**src/hw/rtl/drs_pkg.sv**
```systemverilog
`timescale 1ns / 1ps
`default_nettype none

package drs_pkg;

   localparam int VALUE_W      = 31;
   localparam int DIGITS       = 10;
   localparam int BCD_W        = 4 * DIGITS;
   localparam int CAPACITY_DEF = 64;

   // one store entry: binary value plus its decimal digits
   typedef struct packed {
      logic [BCD_W-1:0]   bcd;
      logic [VALUE_W-1:0] value;
   } entry_type;

   localparam int ENTRY_W = $bits(entry_type);

   typedef struct packed {
      logic             done;
      logic [BCD_W-1:0] bcd;
   } bcd_result_type;

   // number of significant decimal digits (zero has none)
   function automatic logic [3:0] digit_count(input logic [BCD_W-1:0] bcd);
      logic [3:0] n;
      n = 4'd0;
      for (int i = 0; i < DIGITS; i++) begin
         if (bcd[4*i +: 4] != 4'd0) begin
            n = 4'(i + 1);
         end
      end
      return n;
   endfunction

   // decimal digit k, zero beyond the top digit
   function automatic logic [3:0] bcd_digit(input logic [BCD_W-1:0] bcd,
                                            input logic [3:0]       k);
      logic [3:0] d;
      d = 4'd0;
      for (int i = 0; i < DIGITS; i++) begin
         if (k == 4'(i)) begin
            d = bcd[4*i +: 4];
         end
      end
      return d;
   endfunction

endpackage

`default_nettype wire

```
**src/hw/rtl/drs_bcd.sv**
```systemverilog
`timescale 1ns / 1ps
`default_nettype none

// Iterative binary to BCD converter: one add-3 / shift step per cycle.
module drs_bcd (
   input  wire logic                          clock,
   input  wire logic                          reset,
   input  wire logic                          start,
   input  wire logic [drs_pkg::VALUE_W-1:0]   bin,
   output drs_pkg::bcd_result_type            res
);

   import drs_pkg::*;

   localparam int CNT_W = $clog2(VALUE_W);

   logic               busy_ff, busy_in;
   logic               done_ff, done_in;
   logic [CNT_W-1:0]   cnt_ff, cnt_in;
   logic [VALUE_W-1:0] bin_ff, bin_in;
   logic [BCD_W-1:0]   bcd_ff, bcd_in;
   logic [BCD_W-1:0]   adj;

   always_comb begin
      for (int i = 0; i < DIGITS; i++) begin
         adj[4*i +: 4] = (bcd_ff[4*i +: 4] >= 4'd5) ? bcd_ff[4*i +: 4] + 4'd3
                                                     : bcd_ff[4*i +: 4];
      end
   end

   always_comb begin
      busy_in = busy_ff;
      done_in = 1'b0;
      cnt_in  = cnt_ff;
      bin_in  = bin_ff;
      bcd_in  = bcd_ff;
      if (start) begin
         busy_in = 1'b1;
         cnt_in  = '0;
         bin_in  = bin;
         bcd_in  = '0;
      end else if (busy_ff) begin
         {bcd_in, bin_in} = {adj[BCD_W-2:0], bin_ff, 1'b0};
         cnt_in = cnt_ff + CNT_W'(1);
         if (cnt_ff == CNT_W'(VALUE_W - 1)) begin
            busy_in = 1'b0;
            done_in = 1'b1;
         end
      end
   end

   always_ff @(posedge clock) begin
      if (reset) begin
         busy_ff <= 1'b0;
         done_ff <= 1'b0;
         cnt_ff  <= '0;
      end else begin
         busy_ff <= busy_in;
         done_ff <= done_in;
         cnt_ff  <= cnt_in;
      end
   end

   always_ff @(posedge clock) begin
      bin_ff <= bin_in;
      bcd_ff <= bcd_in;
   end

   assign res.done = done_ff;
   assign res.bcd  = bcd_ff;

endmodule

`default_nettype wire
```
**config.mk**
```make
export PLATFORM = sky130hd
export DESIGN_NAME = drs_bcd
export DESIGN_NICKNAME = d
export VERILOG_FILES = /design/src/hw/rtl/drs_pkg.sv /design/src/hw/rtl/drs_bcd.sv
export SDC_FILE = /design/constraint.sdc
export NUM_CORES = 1
export LEC_CHECK = 0
export BUFFER_PORTS_ARGS = -buffer_cell sky130_fd_sc_hd__buf_4
export CORE_MARGIN = 5
export CORE_UTILIZATION = 55
export CTS_CLUSTER_SIZE = 25
export DETAILED_ROUTE_END_ITERATION = 7
export HOLD_SLACK_MARGIN = 0.06
export PLACE_DENSITY = 0.79
export SLEW_MARGIN = 20
export SYNTH_ARGS = -nofsm -noshare
export SYNTH_HDL_FRONTEND = slang
export SYNTH_SLANG_ARGS = --single-unit
```
**constraint.sdc**
```tcl
create_clock -name clock -period 4 [get_ports clock]
set_input_delay 0.8 -clock clock [delete_from_list [all_inputs] [get_ports clock]]
set_output_delay 0.8 -clock clock [all_outputs]
set_load 0.01 [all_outputs]
```
==> results.txt <==
via count -> 3184
Num CTS Buffers -> 9
Post-Route WL -> 8310 µm
FMAX -> 490 MHz
Max FO, Critical Path -> 61
R2R Setup Slk -> 2.31 ns
max incr delay on CP -> 0.61 ns
sequential-to-total area share from yosys stat -> 46.7%
Synth Area in Compound Gates -> 19.1%
detailed placer's ending HPWL -> 5730 µm
commonest non-fill, non-tap cells in the layout -> buf_4 (76), dfxtp_1 (46), a21oi_1 (37)
largest family of logic cells by synthesized area -> compound AO/OA/AOI/OAI gates
most common cell after layout, fill and taps aside -> buf_4
worst min path class -> register to register
startpoint types -> input pin
Max clock buf depth -> 2
die footprint -> 0.00909 mm²
Avg Inst Size Synth -> 10.2 µm²
DIE WIDTH -> 95.3 µm
routability cong. -> 0.807
min Tclk post-route -> 2.04 ns
GR Overflow Total -> 0
Layout Skew -> 0.00784 ns
fill count -> 585
Multi-input gate area -> 0.00187 mm²
DRC -> 0
IO Count -> 75
FP Rows -> 31
most used flip-flop cell after synthesis -> dfxtp_1
Finished Cell Area -> 0.00477 mm²
vias in the first global route -> 3058
Die Y -> 95.3 µm
status -> finished, final reports clean
total power -> 1800 µW
total negative slack -> 0 ns
Yosys reg bits -> 78
Post-synth EDFFs -> 31
Critical Path End Type -> register
Final ANT Viol Nets -> 0
Synth Instances -> 393
P_leak -> 0.00180 µW
post-cts resize count -> 0
Final Max Slew Viols -> 0
diode count -> 0
setup bufs post-CTS -> 0
Post-Syn Area -> 0.00401 mm²
Max VDD drop -> 214 µV
Clk Tree Root Cell -> clkbuf_8
RSZ-0062 raised after global routing -> no
simple-gate share of the synthesized area -> 10.4%
power density of the placed cells -> 379 mW/mm²
Reg area -> 0.00187 mm²
H-tree depth -> 3
Worst Tran Pin Value -> 0.707 ns
post-synth cell types -> 43
iteration count of the initial detailed-routing pass -> 4
mux share of post-synthesis cell area -> 9.43%
placed instance area -> 0.00457 mm²
critical path class -> input pin to register
Slew headroom -> 52.9%
critical path's most frequent cell -> buf_4
Post-synth ARST share -> 0%
Synthesis Warnings -> 0
core outline area -> 0.00718 mm²
area grow syn2layout -> 19.1%
largest net degree at the start of global routing -> 62
NumNets Final -> 513
Post-Synth XOR/XNOR Area -> 0.875%
Post-Synth Adder-Cell Area -> 6.87%
Initial Util -> 55.8%
crit-path cells -> buf_4 -> buf_4 -> mux2_2
Worst-path clk slew -> 0.08 ns
gr usage total -> 18.9%
final hold violations -> 0
Mapped Nets -> 449
period utilization -> 51.0%
Routed WL per cell -> 14.8 µm
Max Cap Violations -> 0
DRC violation total after the first TritonRoute iteration -> 173
number of port buffers -> 74
CTS Hold Buffers Added -> 0
CP arrival -> 2.14 ns
vias per cell -> 5.68
share of layout cells above drive strength 1 -> 28.8%
clk sinks -> 78
highest-delay cell along the critical path -> buf_4
CTS tree -> built
endpoints failing setup -> 0
initial antenna violation count -> 0
Clk Latency, worst-skew pair -> 0.34 ns
CP required -> 4.10 ns
global-route wire length before repair -> 13600 µm
[registers in the layout, summed over array words and instances, names as in the netlist]
name / cells
done_ff: 1
bcd_ff: 40
busy_ff: 1
cnt_ff: 5
bin_ff: 31
[metrics by stage]
stage          std cells  worst slack (ns)  hold WS (ns)  util (%)
5_1_grt              561              1.88         0.509      66.5
6_report             561              1.96         0.490      66.5
3_5_place_dp         545              1.58         0.479      63.7
4_1_cts              561              1.95         0.493      66.5
2_1_floorplan        393              2.04         0.456         -
3_3_place_gp         545              1.61         0.468      63.7
[metal layers]
metal	part of all wire, %	GRT usage [%]	wire length [µm]	vias up
li1	-	-	-	1581
met1	43	22.8	3560	1528
met2	51	33.1	4270	68
met3	5.0	5.05	412	7
met4	0.82	5.53	68	0
met5	0	0	0	-
[critical path: cells and delay by family]
family | cells | cell delay [ns]
multiplexers | 1 | 0.42
buffers and inverters | 2 | 0.91
[report_power, final]
part / switching (µW) / total, µW / internal, µW
sequential: 48.3 / 942 / 894
clock: 297 / 588 / 291
combinational: 141 / 275 / 134
[final timing paths]
path           endpoint  cells past startpoint  startpoint
max          bin_ff[24]                      3       start
min          bcd_ff[39]                      2  bcd_ff[39]
max reg2reg   bcd_ff[9]                      3     busy_ff
min reg2reg  bcd_ff[39]                      2  bcd_ff[39]
[final cells by class]
class | count | share of cell area (%)
flip-flops and latches | 78 | 39.3
well taps | 99 | 2.60
repair buffers | 76 | 12.0
inverters | 36 | 2.83
clock buffers | 9 | 2.60
clock inverters | 7 | 1.52
multi-input cells | 256 | 39.2
[logic make-up after synthesis]
group,count (synthesis)
AOI/OAI and AO/OA,115
buffers and inverters,59
muxes,34
and+or+nand+nor,81
DFF,78
adders and majority gates,22
xor gates and xnor gates,4
[cell usage after synthesis, types with 2 or more instances]
cell	count	share of area (%)
mux2_2	30	8.4
nand4b_1	2	0.44
ha_1	22	6.9
nand2b_1	3	0.47
o22a_1	6	1.3
o31ai_1	2	0.37
a211oi_1	3	0.56
a221oi_2	6	2.2
xor2_1	3	0.66
o21ai_0	20	2.5
nand4_1	10	1.6
buf_2	13	1.6
mux2i_1	4	1.0
or4_1	2	0.37
clkbuf_1	5	0.47
dfxtp_1	47	23
nand2_1	16	1.5
a311o_1	6	1.5
nor2_1	11	1.0
edfxtp_1	31	23
a21oi_1	37	4.6
buf_4	3	0.56
o22ai_1	7	1.1
nor3_1	15	1.9
o21ai_1	15	1.9
or3_1	7	1.1
inv_1	35	3.3
nand3_1	10	1.2
o32ai_1	7	1.5
buf_6	2	0.56
No activity file was read; power rests on OpenSTA's default activity.
