## config.mk

```make
export PLATFORM = sky130hd
export DESIGN_NAME = drs_ram
export DESIGN_NICKNAME = d
export VERILOG_FILES = /design/src/hw/rtl/drs_pkg.sv /design/src/hw/rtl/drs_ram.sv
export SDC_FILE = /design/constraint.sdc
export NUM_CORES = 2
export LEC_CHECK = 0
export BUFFER_PORTS_ARGS = -buffer_cell sky130_fd_sc_hd__buf_2
export CORE_AREA = 2 2 661 663
export DETAILED_ROUTE_END_ITERATION = 10
export DIE_AREA = 0 0 663 665
export MAX_ROUTING_LAYER = met4
export PLACE_DENSITY = 0.58
export SLEW_MARGIN = 5
export SYNTH_ARGS = -nofsm -noshare
export SYNTH_HDL_FRONTEND = slang
export SYNTH_MEMORY_MAX_BITS = 65536
export SYNTH_SLANG_ARGS = --single-unit
```

## constraint.sdc

```tcl
create_clock -name clock -period 20.9 [get_ports clock]
set_input_delay 2.09 -clock clock [delete_from_list [all_inputs] [get_ports clock]]
set_output_delay 2.09 -clock clock [all_outputs]
set_load 0.02 [all_outputs]
```

## src/hw/rtl/drs_pkg.sv

```systemverilog
`timescale 1ns / 1ps
`default_nettype none

package drs_pkg;

   localparam int VALUE_W      = 31;
   localparam int DIGITS       = 10;
   localparam int BCD_W        = 4 * DIGITS;
   localparam int CAPACITY_DEF = 64;

   // one store entry: binary value plus its decimal digits
   typedef struct packed {
      logic [BCD_W-1:0]   bcd;
      logic [VALUE_W-1:0] value;
   } entry_type;

   localparam int ENTRY_W = $bits(entry_type);

   typedef struct packed {
      logic             done;
      logic [BCD_W-1:0] bcd;
   } bcd_result_type;

   // number of significant decimal digits (zero has none)
   function automatic logic [3:0] digit_count(input logic [BCD_W-1:0] bcd);
      logic [3:0] n;
      n = 4'd0;
      for (int i = 0; i < DIGITS; i++) begin
         if (bcd[4*i +: 4] != 4'd0) begin
            n = 4'(i + 1);
         end
      end
      return n;
   endfunction

   // decimal digit k, zero beyond the top digit
   function automatic logic [3:0] bcd_digit(input logic [BCD_W-1:0] bcd,
                                            input logic [3:0]       k);
      logic [3:0] d;
      d = 4'd0;
      for (int i = 0; i < DIGITS; i++) begin
         if (k == 4'(i)) begin
            d = bcd[4*i +: 4];
         end
      end
      return d;
   endfunction

endpackage

`default_nettype wire

```

## src/hw/rtl/drs_ram.sv

```systemverilog
`timescale 1ns / 1ps
`default_nettype none

module drs_ram #(
   parameter int DEPTH = drs_pkg::CAPACITY_DEF,
   parameter int WIDTH = drs_pkg::ENTRY_W
) (
   input  wire logic                     clock,
   input  wire logic                     we,
   input  wire logic [$clog2(DEPTH)-1:0] waddr,
   input  wire logic [WIDTH-1:0]         wdata,
   input  wire logic [$clog2(DEPTH)-1:0] raddr,
   output logic      [WIDTH-1:0]         rdata
);

   logic [WIDTH-1:0] mem [DEPTH];

   always_ff @(posedge clock) begin
      if (we) begin
         mem[waddr] <= wdata;
      end
   end

   always_ff @(posedge clock) begin
      rdata <= mem[raddr];
   end

endmodule

`default_nettype wire

```

==> flow_results.org <==
** Outcome
- The run finished with clean final reports.

** Synth
- Dominant register cell in the synthesized netlist :: sky130_fd_sc_hd__edfxtp_1
- In the synthesized netlist the async set-or-reset flop fraction comes to 0%.
- Post-synth top area cell :: sky130_fd_sc_hd__edfxtp_1
- When the netlist entered floorplanning its net count stood at 7292.
- Average cell area after synthesis :: 24.0 um2
- Count of distinct cell types in the synthesized netlist :: 30
- YS warnings :: 0
- Synthesis produced a netlist whose cell count is 7207.
- Number of synthesized flops with an enable pin :: around 4500
- Sequential cells were found to cover 79.8% of the synthesized design area.
- Largest cells by area after synthesis :: sky130_fd_sc_hd__edfxtp_1 79%, sky130_fd_sc_hd__mux4_2 15%, sky130_fd_sc_hd__a22oi_1 1.2%, sky130_fd_sc_hd__dfxtp_1 0.82%, sky130_fd_sc_hd__mux2i_1 0.66%
- Portion of synthesized cell area occupied by the leading cell type :: 79.0%
- Post-Synthesis Cell Area :: about 0.17 mm2
- Number of synthesized register bits :: roughly 4600

** Timing
- The number of max-slew violations in the final report is 0.
- Static timing analysis puts the maximum clock frequency at 139 MHz.
- The final hold violation count was 0.
- Setup total negative slack :: 0 ns
- Dividing the final minimum period by the clock period gives 34.4%.
- Final-report setup violation count :: 0
- The routed design could run at a clock period as short as 7.19 ns.
- Hold slack final :: 0.824 ns
- Headroom to the max-slew limit came out at 11.2%.
- Across all setup checks in the final design, the least slack found is 13.71 ns.
- Setup repair after global routing missed its margin :: false
- At the pin with the least slew margin, the transition time is 1.33 ns.
- Clock skew on the completed layout was measured at 0.0607 ns.

** Clock network
- Buffers inserted during clock tree synthesis total 448.
- Clock root buffer :: sky130_fd_sc_hd__clkbuf_16
- Hold-fix buffers at CTS :: 0
- Clock latency on the worst-skew pair :: 1.01 ns
- TritonCTS clock tree :: built
- The clock tree synthesis step divided the H-tree into 5 levels.
- Clock-pin slew reported for the worst setup and hold paths after clock tree synthesis :: 0.06 ns
- Once the clock tree was built, the setup fixing pass inserted 0 buffers.
- The clock drives approximately 4600 sinks.
- Gates resized during post-CTS repair numbered 0.
- No sink is reached through more buffers than the 4 on the longest clock path.

** Setup path
- Arrival time of data at the critical path endpoint :: ~8 ns
- Critical Setup Path Class :: in2reg
- Origin of the critical flop-to-flop path :: mem[34][67]
- The endpoint identified for the worst register-to-register timing path is rdata[67].
- Register-to-register path setup slack :: 19.02 ns
- Number of cells traversed by the worst register-to-register path :: 4
- WP data required :: approximately 22 ns
- Sort of element at the end of the critical path :: flip-flop
- Maximum fanout encountered on the critical timing path :: 69
- CP Launch Type :: input pin

** Power and ir drop
- In this run the power density over the cells is 98.0 mW/mm2.
- Power after layout :: ~19 mW
- The worst-case IR drop observed on VDD is 0.0000880 V.
- Leakage dissipation :: 60.3 nW

** Finish
- The finished layout holds 13800 standard cells, fillers aside.
- For this run, the share of the core covered by cells in the final layout is a little under half.
- The post-route netlist has 28.3% of its cells at a drive strength greater than 1.
- From synthesis to final layout, the design area changed by 13.5%.
- The finished cells cover 0.196 mm2.
- At the end of the flow, the number of nets in the layout was 7724.

** Route
- Antenna Violating Nets Remaining :: 0
- WL/cell :: 38.1 um
- The routed design has 525000 um of wire.
- The detailed router finished its first iteration with between 10000 and 15000 violations.
- Dividing the detail-routed via count by the number of cells gives 6.19.
- The first TritonRoute pass finished after 6 iterations.
- For this run, design rule violations remaining after detail routing come to 0.
- Vias post-DR :: 85500

** Die
- DIE AREA :: 0.441 mm2
- Number of core rows :: 242
- Floorplan die height :: between 600 and 700 um
- Boundary Pins :: 156
- The die is around 660 um wide.
- The initial utilization of the core area, before any placement, comes to 39.9%.
- The region available for standard cell placement spans 0.433 mm2.

** Job
- Maximum Capacitance Violations :: 0

** Min path
- The worst hold path begins at mem[30][23].
- For hold timing, the worst endpoint is rdata[23].
- Hold Path Class :: reg2reg
- Cell depth of the worst hold path :: 4

** Placement
- # placed instances :: 12900
- Once placement finished, the instance area stood at 0.181 mm2.
- # port buffers :: 155
- Global placement routability congestion :: between 0.7 and 0.8
- The HPWL after detailed placement is 271000 um.
- Setup slack at placement :: 12.43 ns

** Global routing
- The number of global-route vias before repair was 83900.
- The first global-routing pass estimated 711000 um of wire.
- Entering global routing, the biggest net connects 141 pins.
- The total overflow left after global routing is 0.
- In the global route stage, overall resource usage came out at 24.1%.
- The number of antenna violations at the first check in global routing is 53.
-- worst max-delay path, stage by stage --
cell,delay [ns]
sky130_fd_sc_hd__buf_12,0.42
sky130_fd_sc_hd__buf_4,0.78
sky130_fd_sc_hd__buf_4,0.68
sky130_fd_sc_hd__buf_4,0.82
sky130_fd_sc_hd__buf_4,0.86
sky130_fd_sc_hd__buf_4,0.78
sky130_fd_sc_hd__mux4_2,0.59
sky130_fd_sc_hd__a22oi_1,0.26
sky130_fd_sc_hd__nand3_1,0.18
sky130_fd_sc_hd__o211a_1,0.21
-- cells in the mapped netlist (all sizes together), types with 3 or more instances --
master  count
a22oi     284
clkbuf    165
dfxtp      71
nand3b     27
and2        3
nand2b      9
buf       249
mux2i     114
nand2       8
edfxtp   4544
mux4     1136
o221ai     50
a211oi     70
o22ai     141
nor2b       9
or3         3
nand3     125
or3b        4
o211a      71
nor2      116
-- flip-flops by register name, indices dropped and copies added, names as in the netlist --
name   cells
mem     4544
rdata     71
-- where the power goes --
group	total, mW	internal, mW	leakage, nW	switching, mW
sequential	10.3	10.2	41.5	0.0417
combinational	0.890	0.308	11.7	0.582
clock	8.03	4.54	7.12	3.49
total	19.2	15.1	60.3	4.12
-- area by class of cell --
| cell class | instances | area [um2] |
|---|---|---|
| Antenna cell | 39 | 97.6 |
| Clock buffer | 582 | 12100 |
| Clock inverter | 261 | 2390 |
| Fill cell | 35600 | 237000 |
| Multi-Input combinational cell | 2178 | 33500 |
| Sequential cell | 4615 | 138000 |
| Tap cell | 5734 | 7170 |
| Timing Repair Buffer | 396 | 2820 |
-- worst max path at each step --
| stage | to | from | slack (ns) |
|---|---|---|---|
| floorplan | mem[48][0] | waddr[3] | 12.88 |
| global placement | rdata[15] | raddr[0] | 12.43 |
| detailed placement | rdata[15] | raddr[0] | 12.43 |
| CTS | rdata[16] | raddr[0] | 13.50 |
| global route | rdata[16] | raddr[0] | 13.04 |
| finish | rdata[15] | raddr[0] | 13.71 |
-- placed cells by master, fill, tap and decap left out, types with 4 or more instances in the layout --
cell type | netlist | layout
sky130_fd_sc_hd__clkbuf_8 | 0 | 27
sky130_fd_sc_hd__edfxtp_1 | 4544 | 4544
sky130_fd_sc_hd__nor2b_1 | 9 | 4
sky130_fd_sc_hd__bufinv_16 | 0 | 36
sky130_fd_sc_hd__nand2_1 | 8 | 5
sky130_fd_sc_hd__dfxtp_1 | 71 | 71
sky130_fd_sc_hd__a211oi_1 | 70 | 70
sky130_fd_sc_hd__clkbuf_1 | 165 | 100
sky130_fd_sc_hd__nand2b_2 | 0 | 4
sky130_fd_sc_hd__clkinv_1 | 0 | 86
sky130_fd_sc_hd__clkinvlp_4 | 0 | 16
sky130_fd_sc_hd__inv_6 | 0 | 10
sky130_fd_sc_hd__nor2b_4 | 0 | 5
sky130_fd_sc_hd__diode_2 | 0 | 39
sky130_fd_sc_hd__o22ai_1 | 141 | 141
sky130_fd_sc_hd__nor2_4 | 0 | 64
sky130_fd_sc_hd__nor2_1 | 116 | 52
sky130_fd_sc_hd__buf_12 | 0 | 17
sky130_fd_sc_hd__clkinv_8 | 0 | 7
sky130_fd_sc_hd__nand3b_1 | 27 | 27
sky130_fd_sc_hd__nand3_1 | 125 | 124
sky130_fd_sc_hd__o211a_1 | 71 | 71
sky130_fd_sc_hd__mux4_2 | 1136 | 1136
sky130_fd_sc_hd__o221ai_1 | 50 | 50
sky130_fd_sc_hd__buf_4 | 48 | 226
sky130_fd_sc_hd__buf_2 | 152 | 151
sky130_fd_sc_hd__clkinv_2 | 0 | 97
sky130_fd_sc_hd__mux2i_1 | 114 | 114
sky130_fd_sc_hd__clkbuf_16 | 0 | 455
sky130_fd_sc_hd__a22oi_1 | 284 | 284
-- kinds of logic after synthesis --
family / count (synthesis) / synth area share (%)
AND/OR/NAND/NOR: 311 / 0.881
flip-flops: 4615 / 79.8
buffers and inverters: 414 / 1.13
multiplexers: 1250 / 15.5
AO/OA/AOI/OAI: 617 / 2.72
-- metal layers --
metal / vias up / wire (um) / part of all wire (%) / track usage (%)
met5: - / 0 / 0 / -
met4: 0 / 17400 / 3.3 / 7.31
met3: 928 / 45300 / 8.6 / 3.34
met2: 4743 / 257000 / 49 / 38.5
met1: 47500 / 205000 / 39 / 32.4
li1: 32300 / - / - / -
(Power assumes the default switching activity.)
